==> src/rtl/bet_pkg.sv <==
// Package: shared constants, types and op codes for the breakpoint envelope table.
`timescale 1ns / 1ps
package bet_pkg;
   localparam int MAX_POINTS_DEF = 64;
   localparam int TIME_BITS_DEF  = 24;
   localparam int VALUE_BITS_DEF = 24;
   localparam int OP_BITS        = 3;
   localparam int STATUS_BITS    = 2;
   localparam int COUNT_BITS     = 7;
   localparam int CSR_BITS       = 24;

   typedef enum logic [OP_BITS-1:0] {
      OP_INSERT = 3'd0,
      OP_REMOVE = 3'd1,
      OP_VALUE  = 3'd2,
      OP_NEAR   = 3'd3,
      OP_AFTER  = 3'd4,
      OP_BEFORE = 3'd5,
      OP_BAD6   = 3'd6,
      OP_BAD7   = 3'd7
   } op_type;

   typedef enum logic [STATUS_BITS-1:0] {
      ST_OK   = 2'd0,
      ST_NONE = 2'd1,
      ST_FULL = 2'd2,
      ST_RSVD = 2'd3
   } status_type;

   typedef enum logic [3:0] {
      S_IDLE, S_COMPACT, S_CW, S_POS, S_PW, S_SHIFT, S_SW, S_PUT,
      S_SCAN, S_SCW, S_FETCH, S_FW, S_DIV, S_DONE
   } state_type;
endpackage

==> src/rtl/bet_front.sv <==
// Front end: two-entry command queue towards the engine.
`timescale 1ns / 1ps
module bet_front #(
   parameter int TIME_BITS  = bet_pkg::TIME_BITS_DEF,
   parameter int VALUE_BITS = bet_pkg::VALUE_BITS_DEF
) (
   input  logic                           clock,
   input  logic                           reset,
   input  logic                           push,
   output logic                           full,
   input  logic [bet_pkg::OP_BITS-1:0]    op_i,
   input  logic [TIME_BITS-1:0]           t_i,
   input  logic [TIME_BITS-1:0]           hi_i,
   input  logic signed [VALUE_BITS-1:0]   v_i,
   output logic                           cmd_valid,
   input  logic                           cmd_take,
   output bet_pkg::op_type                cmd_op,
   output logic [TIME_BITS-1:0]           cmd_t,
   output logic [TIME_BITS-1:0]           cmd_hi,
   output logic signed [VALUE_BITS-1:0]   cmd_v
);
   import bet_pkg::*;
   localparam int W = OP_BITS + 2*TIME_BITS + VALUE_BITS;
   logic [W-1:0] q_ff [2];
   logic         wp_ff, rp_ff;
   logic [1:0]   cnt_ff;
   logic         wr, rd;
   logic [OP_BITS-1:0] head_op;

   assign full = (cnt_ff == 2'd2);
   assign wr = push && !full;
   assign cmd_valid = (cnt_ff != 2'd0);
   assign rd = cmd_take && cmd_valid;
   assign {head_op, cmd_t, cmd_hi, cmd_v} = q_ff[rp_ff];
   assign cmd_op = op_type'(head_op);

   always_ff @(posedge clock) begin
      if (reset) begin
         wp_ff <= 1'b0; rp_ff <= 1'b0; cnt_ff <= 2'd0;
      end else begin
         if (wr) wp_ff <= ~wp_ff;
         if (rd) rp_ff <= ~rp_ff;
         cnt_ff <= cnt_ff + {1'b0, wr} - {1'b0, rd};
      end
      if (wr) q_ff[wp_ff] <= {op_i, t_i, hi_i, v_i};
   end

   a_noover: assert property (@(posedge clock) disable iff (reset) cnt_ff <= 2'd2)
      else $error("command queue count out of range");
   a_noread: assert property (@(posedge clock) disable iff (reset)
      cnt_ff == 2'd0 |-> !rd) else $error("read of empty command queue");
   a_cnt: assert property (@(posedge clock) disable iff (reset)
      wr && !rd |=> cnt_ff == $past(cnt_ff) + 2'd1) else $error("queue count slip");
endmodule

==> src/rtl/bet_engine.sv <==
// Back end: table memory, sequenced edit/search passes and a serial divider.
`timescale 1ns / 1ps
module bet_engine #(
   parameter int MAX_POINTS = bet_pkg::MAX_POINTS_DEF,
   parameter int TIME_BITS  = bet_pkg::TIME_BITS_DEF,
   parameter int VALUE_BITS = bet_pkg::VALUE_BITS_DEF
) (
   input  logic                           clock,
   input  logic                           reset,
   input  logic [bet_pkg::CSR_BITS-1:0]   min_step,
   input  logic                           cmd_valid,
   output logic                           cmd_take,
   input  bet_pkg::op_type                cmd_op,
   input  logic [TIME_BITS-1:0]           cmd_t,
   input  logic [TIME_BITS-1:0]           cmd_hi,
   input  logic signed [VALUE_BITS-1:0]   cmd_v,
   output logic                           res_valid,
   input  logic                           res_ready,
   output logic [bet_pkg::STATUS_BITS-1:0] res_status,
   output logic [TIME_BITS-1:0]           res_time,
   output logic signed [VALUE_BITS-1:0]   res_value,
   output logic [bet_pkg::COUNT_BITS-1:0] res_count
);
   import bet_pkg::*;
   localparam int AW = $clog2(MAX_POINTS);
   localparam int CW = $clog2(MAX_POINTS + 1);
   localparam int DW = VALUE_BITS + 1;
   localparam int DCW = $clog2(DW + 1);
   localparam int RW = TIME_BITS + 1;

   logic [TIME_BITS-1:0]  tmem [MAX_POINTS];
   logic [VALUE_BITS-1:0] vmem [MAX_POINTS];

   state_type            st_ff, st_in;
   op_type               op_ff;
   logic [TIME_BITS-1:0] t_ff, hi_ff;
   logic signed [VALUE_BITS-1:0] v_ff;
   logic [CW-1:0]        cnt_ff, i_ff, k_ff;
   logic [AW-1:0]        ra, wa;
   logic                 we;
   logic [TIME_BITS-1:0] wt, rt_ff;
   logic [VALUE_BITS-1:0] wv, rv_ff;
   // search results
   logic                 fa_ff, fb_ff;
   logic [AW-1:0]        ia_ff, ib_ff, in_ff;
   logic [TIME_BITS-1:0] bd_ff;
   logic                 ph_ff;  // fetch phase: 0 before point, 1 after point
   logic [TIME_BITS-1:0] lt_ff;
   logic signed [VALUE_BITS-1:0] lv_ff;
   // divider
   logic [DW-1:0]        mag_ff, q_ff;
   logic [TIME_BITS:0]   r_ff;
   logic [TIME_BITS-1:0] num_ff, den_ff;
   logic [DCW-1:0]       dc_ff;
   logic                 neg_ff;
   logic [TIME_BITS+1:0] div_r2;
   // result register
   logic                 rvld_ff;
   logic [STATUS_BITS-1:0] rs_ff;
   logic [TIME_BITS-1:0] rtm_ff;
   logic [VALUE_BITS-1:0] rvl_ff;

   logic [TIME_BITS-1:0] gap;
   logic                 drop;
   logic                 iend;

   assign res_valid = rvld_ff;
   assign res_status = rs_ff;
   assign res_time = rtm_ff;
   assign res_value = rvl_ff;
   assign res_count = COUNT_BITS'(cnt_ff);
   assign cmd_take = (st_ff == S_IDLE) && !rvld_ff;
   assign iend = (i_ff == cnt_ff);

   assign gap = (rt_ff > t_ff) ? rt_ff - t_ff : t_ff - rt_ff;
   assign drop = (op_ff == OP_INSERT) ? (gap < TIME_BITS'(min_step))
                 : (rt_ff > t_ff && rt_ff < hi_ff);

   // r < den, so 2r + num < 3*den: a quotient digit of up to two per step
   assign div_r2 = {r_ff, 1'b0} + (mag_ff[DW-1] ? {2'b0, num_ff} : '0);

   always_ff @(posedge clock) begin
      if (we) begin
         tmem[wa] <= wt;
         vmem[wa] <= wv;
      end
      rt_ff <= tmem[ra];
      rv_ff <= vmem[ra];
   end

   always_comb begin
      st_in = st_ff; ra = i_ff[AW-1:0]; we = 1'b0; wa = k_ff[AW-1:0];
      wt = rt_ff; wv = rv_ff;
      unique case (st_ff)
         S_IDLE: if (cmd_valid && !rvld_ff) begin
            unique case (cmd_op)
               OP_INSERT, OP_REMOVE: st_in = S_COMPACT;
               OP_VALUE, OP_NEAR, OP_AFTER, OP_BEFORE: st_in = S_SCAN;
               default: st_in = S_DONE;
            endcase
         end
         S_COMPACT: st_in = iend ? (op_ff == OP_INSERT ? S_POS : S_DONE) : S_CW;
         S_CW: begin
            we = !drop; st_in = S_COMPACT;
         end
         S_POS: begin
            if (cnt_ff == CW'(MAX_POINTS)) st_in = S_DONE;
            else st_in = iend ? S_SHIFT : S_PW;
         end
         S_PW: st_in = (rt_ff <= t_ff) ? S_POS : S_SHIFT;
         S_SHIFT: begin
            ra = AW'(k_ff - CW'(1));
            st_in = (k_ff == i_ff) ? S_PUT : S_SW;
         end
         S_SW: begin
            we = 1'b1; st_in = S_SHIFT;
         end
         S_PUT: begin
            we = 1'b1; wt = t_ff; wv = v_ff; st_in = S_DONE;
         end
         S_SCAN: st_in = iend ? S_FETCH : S_SCW;
         S_SCW: st_in = S_SCAN;
         S_FETCH: begin
            ra = (op_ff == OP_NEAR) ? in_ff :
                 (op_ff == OP_AFTER) ? ia_ff :
                 (op_ff == OP_BEFORE) ? ib_ff : (ph_ff ? ia_ff : ib_ff);
            st_in = S_FW;
         end
         S_FW: begin
            if (op_ff == OP_VALUE && !ph_ff && fa_ff && fb_ff) st_in = S_FETCH;
            else if (op_ff == OP_VALUE && ph_ff) st_in = S_DIV;
            else st_in = S_DONE;
         end
         S_DIV: st_in = (dc_ff == DCW'(0)) ? S_DONE : S_DIV;
         S_DONE: st_in = S_IDLE;
         default: st_in = S_IDLE;
      endcase
   end

   always_ff @(posedge clock) begin
      if (reset) begin
         st_ff <= S_IDLE; cnt_ff <= '0; rvld_ff <= 1'b0;
      end else begin
         st_ff <= st_in;
         if (rvld_ff && res_ready) rvld_ff <= 1'b0;
         unique case (st_ff)
            S_IDLE: if (cmd_valid && !rvld_ff) begin
               op_ff <= cmd_op; t_ff <= cmd_t; hi_ff <= cmd_hi; v_ff <= cmd_v;
               i_ff <= '0; k_ff <= '0; fa_ff <= 1'b0; fb_ff <= 1'b0;
               ph_ff <= 1'b0; rtm_ff <= '0; rvl_ff <= '0;
               rs_ff <= (cmd_op inside {OP_INSERT, OP_REMOVE, OP_VALUE, OP_NEAR,
                                        OP_AFTER, OP_BEFORE}) ? ST_OK : ST_NONE;
            end
            S_COMPACT: begin
               if (iend) begin
                  cnt_ff <= k_ff; i_ff <= '0;
               end else begin
                  i_ff <= i_ff + CW'(1);
               end
            end
            S_CW: if (!drop) k_ff <= k_ff + CW'(1);
            S_POS: begin
               k_ff <= cnt_ff;
               if (cnt_ff == CW'(MAX_POINTS)) rs_ff <= ST_FULL;
               else if (!iend) i_ff <= i_ff + CW'(1);
            end
            S_PW: if (rt_ff > t_ff) i_ff <= i_ff - CW'(1);
            S_SW: k_ff <= k_ff - CW'(1);
            S_PUT: cnt_ff <= cnt_ff + CW'(1);
            S_SCAN: i_ff <= i_ff + CW'(1);
            S_SCW: begin
               if (rt_ff > t_ff && !fa_ff) begin
                  fa_ff <= 1'b1; ia_ff <= AW'(i_ff - CW'(1));
               end
               if (rt_ff < t_ff) begin
                  fb_ff <= 1'b1; ib_ff <= AW'(i_ff - CW'(1));
               end
               if (i_ff == CW'(1) || gap < bd_ff) begin
                  bd_ff <= gap; in_ff <= AW'(i_ff - CW'(1));
               end
            end
            S_FW: begin
               unique case (op_ff)
                  OP_NEAR:
                     if (cnt_ff == '0) rs_ff <= ST_NONE;
                     else begin rtm_ff <= rt_ff; rvl_ff <= rv_ff; end
                  OP_AFTER:
                     if (!fa_ff) rs_ff <= ST_NONE;
                     else begin rtm_ff <= rt_ff; rvl_ff <= rv_ff; end
                  OP_BEFORE:
                     if (!fb_ff) rs_ff <= ST_NONE;
                     else begin rtm_ff <= rt_ff; rvl_ff <= rv_ff; end
                  default:
                     if (!(fa_ff && fb_ff)) rs_ff <= ST_NONE;
                     else if (!ph_ff) begin
                        ph_ff <= 1'b1; lt_ff <= rt_ff; lv_ff <= rv_ff;
                     end else begin
                        neg_ff <= ($signed(rv_ff) < lv_ff);
                        mag_ff <= ($signed(rv_ff) < lv_ff)
                           ? DW'({lv_ff[VALUE_BITS-1], lv_ff})
                             - DW'({rv_ff[VALUE_BITS-1], rv_ff})
                           : DW'({rv_ff[VALUE_BITS-1], rv_ff})
                             - DW'({lv_ff[VALUE_BITS-1], lv_ff});
                        num_ff <= t_ff - lt_ff;
                        den_ff <= rt_ff - lt_ff;
                        q_ff <= '0; r_ff <= '0; dc_ff <= DCW'(DW);
                     end
               endcase
            end
            S_DIV: if (dc_ff != DCW'(0)) begin
               // one quotient digit (0, 1 or 2) per cycle
               if (div_r2 >= {1'b0, den_ff, 1'b0}) begin
                  r_ff <= RW'(div_r2 - {1'b0, den_ff, 1'b0});
                  q_ff <= {q_ff[DW-2:0], 1'b0} + DW'(2);
               end else if (div_r2 >= {2'b0, den_ff}) begin
                  r_ff <= RW'(div_r2 - {2'b0, den_ff});
                  q_ff <= {q_ff[DW-2:0], 1'b1};
               end else begin
                  r_ff <= RW'(div_r2);
                  q_ff <= {q_ff[DW-2:0], 1'b0};
               end
               mag_ff <= {mag_ff[DW-2:0], 1'b0};
               dc_ff <= dc_ff - DCW'(1);
            end else begin
               rvl_ff <= VALUE_BITS'(neg_ff ? lv_ff - VALUE_BITS'(q_ff)
                                            : lv_ff + VALUE_BITS'(q_ff));
            end
            S_DONE: rvld_ff <= 1'b1;
            default: ;
         endcase
      end
   end

   a_cnt: assert property (@(posedge clock) disable iff (reset)
      cnt_ff <= CW'(MAX_POINTS)) else $error("count above table size");
   a_take: assert property (@(posedge clock) disable iff (reset)
      cmd_take |-> !rvld_ff) else $error("command taken over waiting result");
   a_full: assert property (@(posedge clock) disable iff (reset)
      st_ff == S_PUT |-> cnt_ff < CW'(MAX_POINTS)) else $error("insert into full table");
endmodule

==> src/rtl/breakpoint_envelope_table_top.sv <==
// Top level of the breakpoint envelope table.
`timescale 1ns / 1ps
// Usage:
//  Requests enter as a queue: drive req_* and push; a transfer happens when
//  push is high and full is low. A two-entry command queue decouples intake
//  from the table engine, so requests can be queued while one is worked on.
//  Results leave as a queue: while empty is low rsp_* hold the oldest result;
//  pop with empty low completes the transfer. One result per request.
//  Sequence: an edit compacts the table point by point, and an insert then
//  finds its slot and shifts the later points; a search scans the table and
//  fetches the chosen point; interpolation adds a second fetch and a pass
//  through the bit-serial divider.
//  The point table is one memory with one write and one read port; that port
//  and the sequencer over it set the rate, one item at a time.
//  Reset (synchronous, high) empties the table and clears min_time_step; the
//  stored points themselves are not cleared.
//  If the receiver stalls, the finished result waits in its register, the
//  engine holds, and full rises once the command queue has two entries.
//  csr_we writes min_time_step at once; write it only while idle.
module breakpoint_envelope_table_top #(
   parameter int MAX_POINTS = bet_pkg::MAX_POINTS_DEF,
   parameter int TIME_BITS  = bet_pkg::TIME_BITS_DEF,
   parameter int VALUE_BITS = bet_pkg::VALUE_BITS_DEF
) (
   input  logic                            clock,
   input  logic                            reset,
   input  logic                            push,
   output logic                            full,
   input  logic [bet_pkg::OP_BITS-1:0]     req_op,
   input  logic [TIME_BITS-1:0]            req_time_req,
   input  logic [TIME_BITS-1:0]            req_upper_time,
   input  logic signed [VALUE_BITS-1:0]    req_value,
   output logic                            empty,
   input  logic                            pop,
   output logic [bet_pkg::STATUS_BITS-1:0] rsp_status,
   output logic [TIME_BITS-1:0]            rsp_point_time,
   output logic signed [VALUE_BITS-1:0]    rsp_point_value,
   output logic [bet_pkg::COUNT_BITS-1:0]  rsp_point_count,
   input  logic                            csr_we,
   input  logic [bet_pkg::CSR_BITS-1:0]    csr_wdata
);
   import bet_pkg::*;
   logic [CSR_BITS-1:0]          step_ff;
   logic                         cv, ct, rv;
   op_type                       cop;
   logic [TIME_BITS-1:0]         ctm, chi;
   logic signed [VALUE_BITS-1:0] cval;

   // spacing register
   always_ff @(posedge clock) begin
      if (reset) step_ff <= '0;
      else if (csr_we) step_ff <= csr_wdata;
   end

   bet_front #(.TIME_BITS(TIME_BITS), .VALUE_BITS(VALUE_BITS)) u_front (
      .clock, .reset, .push, .full,
      .op_i(req_op), .t_i(req_time_req), .hi_i(req_upper_time), .v_i(req_value),
      .cmd_valid(cv), .cmd_take(ct), .cmd_op(cop), .cmd_t(ctm), .cmd_hi(chi),
      .cmd_v(cval));

   bet_engine #(.MAX_POINTS(MAX_POINTS), .TIME_BITS(TIME_BITS),
                .VALUE_BITS(VALUE_BITS)) u_engine (
      .clock, .reset, .min_step(step_ff),
      .cmd_valid(cv), .cmd_take(ct), .cmd_op(cop), .cmd_t(ctm), .cmd_hi(chi),
      .cmd_v(cval), .res_valid(rv), .res_ready(pop),
      .res_status(rsp_status), .res_time(rsp_point_time),
      .res_value(rsp_point_value), .res_count(rsp_point_count));

   assign empty = !rv;

   a_pop: assert property (@(posedge clock) disable iff (reset)
      pop && !empty |=> empty) else $error("result not retired after transfer");
   a_hold: assert property (@(posedge clock) disable iff (reset)
      !empty && !pop |=> !empty) else $error("waiting result lost");
   a_step: assert property (@(posedge clock) disable iff (reset)
      csr_we |=> step_ff == $past(csr_wdata)) else $error("spacing write lost");
endmodule

==> config.mk <==
export PLATFORM = sky130hd
export DESIGN_NAME = breakpoint_envelope_table_top
export DESIGN_NICKNAME = d
export VERILOG_FILES = /design/src/rtl/bet_pkg.sv /design/src/rtl/bet_front.sv /design/src/rtl/bet_engine.sv /design/src/rtl/breakpoint_envelope_table_top.sv
export SDC_FILE = /design/constraint.sdc
export NUM_CORES = 2
export LEC_CHECK = 0
export BUFFER_PORTS_ARGS = -buffer_cell sky130_fd_sc_hd__buf_2
export CORE_UTILIZATION = 60
export CTS_BUF_LIST = sky130_fd_sc_hd__clkbuf_4
export CTS_CLUSTER_DIAMETER = 100
export DETAILED_ROUTE_END_ITERATION = 8
export PLACE_DENSITY = 0.75
export SLEW_MARGIN = 0
export SYNTH_ARGS = -nofsm -noshare
export SYNTH_HDL_FRONTEND = slang
export SYNTH_SLANG_ARGS = --single-unit
==> constraint.sdc <==
create_clock -name clock -period 20.8 [get_ports clock]
set_input_delay 1.04 -clock clock [delete_from_list [all_inputs] [get_ports clock]]
set_output_delay 1.04 -clock clock [all_outputs]
set_load 0.05 [all_outputs]
Word level (Yosys, flattened, before mapping)
Memories as Yosys holds them, arrays and structs flattened. A register that Yosys moved wholly into a read port is not among the register bits.
Cells that the tools add are included.
{"block": "classes", "addsub": 20, "n_eq_ne": 49, "n_reduce_logical": 55, "n_lt_le_gt_ge": 9, "n_bitwise": 5, "mux": 94}
{"op": "$mux 24", "count": 15}
{"op": "$mux 25", "count": 11}
{"op": "$pmux 24 s3", "count": 3}
{"op": "$lt 24x24->1", "count": 5}
{"op": "$sub 24x24->24", "count": 5}
{"op": "$pmux 25 s2", "count": 2}
{"op": "$pmux 24 s2", "count": 2}
{"op": "$pmux 4 s13", "count": 1}
{"op": "$sub 24x24->25", "count": 2}
{"op": "$mux 7", "count": 7}
{"op": "$pmux 7 s5", "count": 1}
{"op": "$pmux 7 s4", "count": 1}
{"op": "$add 26x24->26", "count": 1}
{"op": "$ge 26x24->1", "count": 1}
{"op": "$ge 26x25->1", "count": 1}
{"op": "$sub 25x24->25", "count": 1}
{"op": "$sub 25x25->25", "count": 1}
{"op": "$add 24x2->24 const B", "count": 1}
{"op": "$add 24x24->24", "count": 1}
{"op": "$eq 4x4->1 const B", "count": 6}
{"op": "$gt 24x24->1", "count": 1}
{"op": "$le 24x24->1", "count": 1}
{"op": "$mux 6", "count": 4}
{"op": "$add 7x1->7 const B", "count": 3}
{"op": "other kinds (54)", "count": 155}
{"block": "totals", "ff_bits": 400, "ramBits": 3222, "out_inout_bits": 59, "mem_count": 3}
{"memory": "u_engine.tmem", "words": 64, "word_bits": 24, "rd": 1, "rd_clocked_by_memory_dff": 1, "wr": 1, "line_no": "bet_engine.sv:31", "rtl": "logic [TIME_BITS-1:0] tmem [MAX_POINTS];"}
{"memory": "u_engine.vmem", "words": 64, "word_bits": 24, "rd": 1, "rd_clocked_by_memory_dff": 1, "wr": 1, "line_no": "bet_engine.sv:32", "rtl": "logic [VALUE_BITS-1:0] vmem [MAX_POINTS];"}
{"memory": "u_front.q_ff", "words": 2, "word_bits": 75, "rd": 1, "rd_clocked_by_memory_dff": 1, "wr": 1, "line_no": "bet_front.sv:24", "rtl": "logic [W-1:0] q_ff [2];"}

Logic depth before layout (Yosys ltp)
{"block": "depth", "ltp_word": 8, "ltp_mapped": 27, "ltp_nobuf": 26}

Hierarchy
A second synthesis with hierarchy kept.
{"block": "unflattened", "hier_cells": 8365, "area_unflattened_um2": 152246.0}
{"mod": "bet_engine", "cells_per_inst": 8027, "n_inst": 1, "area_each_um2": 145712.2}
{"mod": "bet_front", "cells_per_inst": 260, "n_inst": 1, "area_each_um2": 5660.4}
{"mod": "breakpoint_envelope_table_top", "cells_per_inst": 78, "n_inst": 1, "area_each_um2": 873.3}

Worst setup path after synthesis
No wires, ideal clock.
{"block": "synth_timing", "kind": "input-to-reg", "from": "input reset", "to": "register u_engine.hi_ff[0], enable pin", "setup_slack_ns": 13.670, "setup_time_ns": 0.600, "required_ns": 20.200, "arrival_time_ns": 6.529, "cell_stages": 3, "cell_sequence": "clkbuf_1 > clkbuf_1 > nor3_1"}
{"block": "synth_via", "elab_chain_cells": 2}
{"item": "start: declaration", "line_no": "breakpoint_envelope_table_top.sv:26", "rtl": "input logic reset,"}
{"item": "$not 1->1 (no line)"}
{"item": "$reduce_and 3->1 (no line)"}
{"item": "end signal: assignment", "line_no": "bet_engine.sv:148", "rtl": "op_ff <= cmd_op; t_ff <= cmd_t; hi_ff <= cmd_hi; v_ff <= cmd_v;"}
{"item": "end: declaration", "line_no": "bet_engine.sv:36", "rtl": "logic [TIME_BITS-1:0] t_ff, hi_ff;"}
Every way passes these cells.
A chain may end at the register's enable or synchronous reset.

Worst setup path in the final report
{"block": "layout_timing", "from": "register u_engine.rt_ff[11] (read register of u_engine.tmem)", "to": "memory u_engine.vmem[42][19] (netlist name), enable pin"}
{"block": "layout_via", "elab_chain_cells": 8}
{"item": "start: declaration", "line_no": "bet_engine.sv:41", "rtl": "logic [TIME_BITS-1:0] wt, rt_ff;"}
{"item": "$sub 24x24->24 / $gt 24x24->1 (equally long branches)", "line_no": "bet_engine.sv:75", "rtl": "assign gap = (rt_ff > t_ff) ? rt_ff - t_ff : t_ff - rt_ff;"}
{"item": "$mux 24 *", "line_no": "bet_engine.sv:75"}
{"item": "named net u_engine.gap[23]", "line_no": "bet_engine.sv:63", "rtl": "logic [TIME_BITS-1:0] gap;"}
{"item": "$lt 24x24->1 *", "line_no": "bet_engine.sv:76", "rtl": "assign drop = (op_ff == OP_INSERT) ? (gap < TIME_BITS'(min_step))"}
{"item": "$mux 1 *", "line_no": "bet_engine.sv:76"}
{"item": "$logic_not 1->1 *", "line_no": "bet_engine.sv:104", "rtl": "we = !drop; st_in = S_COMPACT;"}
{"item": "$pmux 1 s2 *", "line_no": "bet_engine.sv:94", "rtl": "unique case (st_ff)"}
{"item": "$mux 1 *", "line_no": "bet_engine.sv:83", "rtl": "if (we) begin"}
{"item": "$mux 1 (implied by the code) *", "line_no": "bet_engine.sv:85", "rtl": "vmem[wa] <= wv;"}
{"item": "end: declaration", "line_no": "bet_engine.sv:32"}
Mark *: on every way through the listed nets, which the timed path passes. The rest lies on a longest branch.

==> results.yml <==
run_status:
  status: "complete, but fails checks"
  violations: "max-capacitance violations, max-slew violations"
setup_path:
  reg2reg_depth: 23
  path_class: "register to register"
  r2r-start: "u_engine.rt_ff[11]"
  r2r-end: "u_engine.vmem[42][19]"
  end_kind: "register"
  critPathLaunchType: "register"
  crit_path_max_fanout: 30
  arrival_ns: 10.92
  cp.required_ns: 21.99
  r2r_setup_slack_ns: 11.07
  critPathSlowestCell: "nand3_1"
  max_stage_delay_ns: 0.87
  path_cells: "inv_1 -> ha_1 -> a21oi_1 -> o21a_1 -> a2bb2oi_1 -> nand2_1 -> o21bai_4 -> buf_4 -> inv_2 -> a221oi_1 -> a21oi_1 -> o311ai_1 -> nor2_1 -> a311oi_1 -> ha_1 -> nand4_1 -> a21oi_1 -> o211ai_1 -> nand2_1 -> a31o_1 -> nand3_1 -> nor2_4 -> buf_4"
  cp_common_cell: "a21oi_1"
route:
  vias: 112000
  firstDrtPassIters: 7
  wire_per_inst_um: 27.3
  drcViolationCount: 0
  ant_nets: 0
  initialDrtViolationCount: 16000
  routed_wl_um: 479000
  drt-vias-per-instance: 6.38
power:
  power_w: 0.0271
  ir_worst_vdd_uv: 125
  power_density_nw_per_um2: 154
  power_leakage_nw: 63.6
finish:
  drive_gt1_share_pct: 14.7
  fillers: 18600
  nets: 13800
  fin_cells: 17500
  area_growth_pct: 11.4
  post-route-util_pct: 67.2
  fin_area_um2: 176000
min_path:
  min-delay-start: "req_upper_time[15]"
  holdCritPathClass: "input port to register"
  whs_path_depth: 2
  worstHoldEndpoint: "u_front.q_ff[1][39]"
grt:
  gr-usage-met3_pct: 8.72
  grt_use_total_pct: 35.6
  grt_max_degree: 156
  antenna_found_initial: 41
  grt_pass1_wl_um: 697000
  busiest_layer: "met2"
  grt_pass1_vias: 108000
  use_met2_pct: 54.0
  grt_overflow: 0
  grtUsageMet1_pct: 48.4
yosys:
  syn_inst: 12700
  synth-edff-count: 3582
  synthAdderAreaFrac_pct: 2.62
  yosys.cell_types.count: 98
  netlist.area_leader.share_pct: 68.0
  synthXorXnorAreaFrac_pct: 1.31
  yosysSeqAreaShare_pct: 69.1
  syn_area_um2: 158000
  synth_top_family_by_area: "simple AND/OR/NAND/NOR gates"
  synthArstFlopShare_pct: 0
  synthSimpleGateAreaFrac_pct: 14.2
  synth_mux_area_share_pct: 1.21
  avgSynthCellArea_um2: 12.5
  synth_warnings: 0
  synth_compound_area_share_pct: 8.80
  synth_nets: 13100
  ys.flop_type: "edfxtp_1"
  yosys-top-cells-area: "edfxtp_1, nand2_1, a311oi_1"
  synth_top_area_cell: "edfxtp_1"
  yosys_register_bits: 3671
place:
  dp_hpwl_um: 287000
  place_inst: 15800
  gp_congestion: 0.949
  portBuffers: 162
  place_area_um2: 163000
floorplan:
  die_w_um: 516
  rows: 188
  design.core.area_um2: 262000
  ios: 163
  die_y_um: 516
  dieArea_um2: 266000
  start_util_pct: 60.3
job:
  maxCapViolations: 1
timing:
  tightest_slew_ns: 1.51
  fmax_ghz: 0.103
  fin_tns_setup_ns: 0
  setup_viol: 0
  slew_viol_final: 2
  rsz0062_at_grt: "no"
  hold_viol: 0
  slew_headroom_pct: -1.23
  min_period_ns: 9.73
  clock_skew_ns: 0.118
  period_share_pct: 46.8
clocking:
  cts_root_buffer: "clkbuf_4"
  clk_transition_reported_paths_ns: 0.09
  cts_tree: "built"
  htreeDepth: 6
  cts_resized: 0
  clock-sinks: 3671
  insertion_delay_ns: 1.65
  clockBufferDepth: 4
  cts_made_buffers: 881
  post-cts-setup-buffer-count: 0
## registers in the layout, indices dropped and copies added, names as in the netlist, 25 cells and up, named ones only
signal           count
u_engine.r_ff       25
u_engine.tmem     1536
u_engine.mag_ff     25
u_front.q_ff       150
u_engine.vmem     1536
## stage by stage
| stage | hold WS [ns] | setup slack (ns) |
|---|---|---|
| floorplan | 0.455 | 13.67 |
| global placement | 0.480 | 11.43 |
| detailed placement | 0.487 | 11.37 |
| CTS | 0.00117 | 11.28 |
| global route | 0.0474 | 10.80 |
| finish | 0.134 | 11.07 |
## layout make-up
type                    instances  area (um2)  area share, %
clock inverters               284        1660          0.944
well taps                    3515        4400           2.50
repair buffers                558        4360           2.47
multi-input cells            7922       45700           25.9
flip-flops and latches       3671      109000           62.0
clock buffers                1290        9680           5.49
diodes                         14        35.0         0.0199
inverters                     293        1100          0.624
## power breakdown
| part | internal (W) | leakage, nW | switching (W) |
|---|---|---|---|
| clock | 0.00298 | 6.72 | 0.00294 |
| sequential | 0.00944 | 33.0 | 0.000266 |
| combinational | 0.00293 | 23.9 | 0.00855 |
## layer usage
metal,share of wire [%],vias up
met5,0.024,-
met4,4.9,18
met3,12,1161
met2,45,7548
met1,38,54400
li1,-,48800
## logic make-up (layout without fill, tap and decap cells)
kind of cell	after synthesis	in the layout
AO/OA/AOI/OAI	1980	1980
flip-flops	3671	3671
adder cells (fa/ha/maj)	326	326
other	0	14
multiplexers	178	178
AND/OR/NAND/NOR	5202	5202
XOR/XNOR	236	236
buffers and inverters	1097	2425
## worst max-delay path: cells and delay by family (launching register included)
family | cells | cell delay, ns
AOI/OAI and AO/OA | 11 | 4.35
and+or+nand+nor | 6 | 2.26
buffers and inverters | 4 | 1.37
adders and majority gates | 2 | 0.73
DFF | 1 | 0.47
## repair_timing
item                                   in CTS  in global routing
setup endpoints to repair                   0                  0
hold buffers                              154                  0
endpoints found under the hold margin     207                  0
## cells in the final DEF (no fill, tap or decap), types with 15 or more instances in the layout
master         instances
a211oi_1             164
a21boi_0              17
a21o_1               112
a21oi_1              459
a221oi_1              17
a311oi_1             580
a31oi_1              207
and2_1                60
and3_1               420
buf_12                15
buf_2                162
buf_4                227
clkbuf_4            1290
clkinv_1             196
clkinv_2              28
dfxtp_1               88
dlygate4sd3_1        154
edfxtp_1            3582
ha_1                 316
inv_1                291
inv_6                 17
mux2_2                89
mux2_4                20
mux2i_1               68
nand2_1             3285
nand2b_1              43
nand3_1              844
nand4_1               33
nor2_1               248
nor2_4                68
nor2b_1               40
nor3_1                53
nor4_1                16
o21a_1                36
o21ai_0              175
o21ai_4               26
o21bai_1              28
or2_2                 15
xnor2_1              160
xor2_1                76
## synthesized netlist by cell type, types with 7 or more instances
master,count
nand4_1,33
nor2b_1,40
clkbuf_1,586
or3_1,12
o221ai_1,10
o41ai_1,7
a311oi_1,580
a21boi_0,17
nand2b_1,43
a21o_1,112
and2_1,62
and4_1,7
a211oi_1,170
fa_1,10
o31ai_1,11
a221o_1,8
nand3b_1,9
o21bai_1,28
mux2i_1,68
nand2_1,3287
nor4_1,16
a31oi_1,208
buf_2,149
a21oi_1,460
a221oi_1,17
a22oi_1,11
ha_1,316
edfxtp_1,3582
or2_2,15
nor3b_1,12
o21ai_0,200
xor2_1,76
and3_1,422
o21a_1,37
nand3_1,850
o211ai_1,14
mux2_2,109
a22o_1,10
nor3_1,56
nor2_1,316
xnor2_1,160
buf_1,63
a211o_1,7
dfxtp_1,89
inv_1,291
## how the worst max path moves through the flow
stage	to	slack (ns)	startpoint	depth (start not counted)
2_1_floorplan	u_engine.hi_ff[0]	13.67	reset	3
3_3_place_gp	u_engine.vmem[0][15]	11.43	u_engine.rt_ff[11]	23
3_5_place_dp	u_engine.vmem[43][17]	11.37	u_engine.rt_ff[11]	23
4_1_cts	u_engine.vmem[0][18]	11.28	u_engine.rt_ff[11]	23
5_1_grt	u_engine.vmem[0][10]	10.80	u_engine.rt_ff[11]	23
6_report	u_engine.vmem[42][19]	11.07	u_engine.rt_ff[11]	23
No activity file was read; power rests on OpenSTA's default activity.
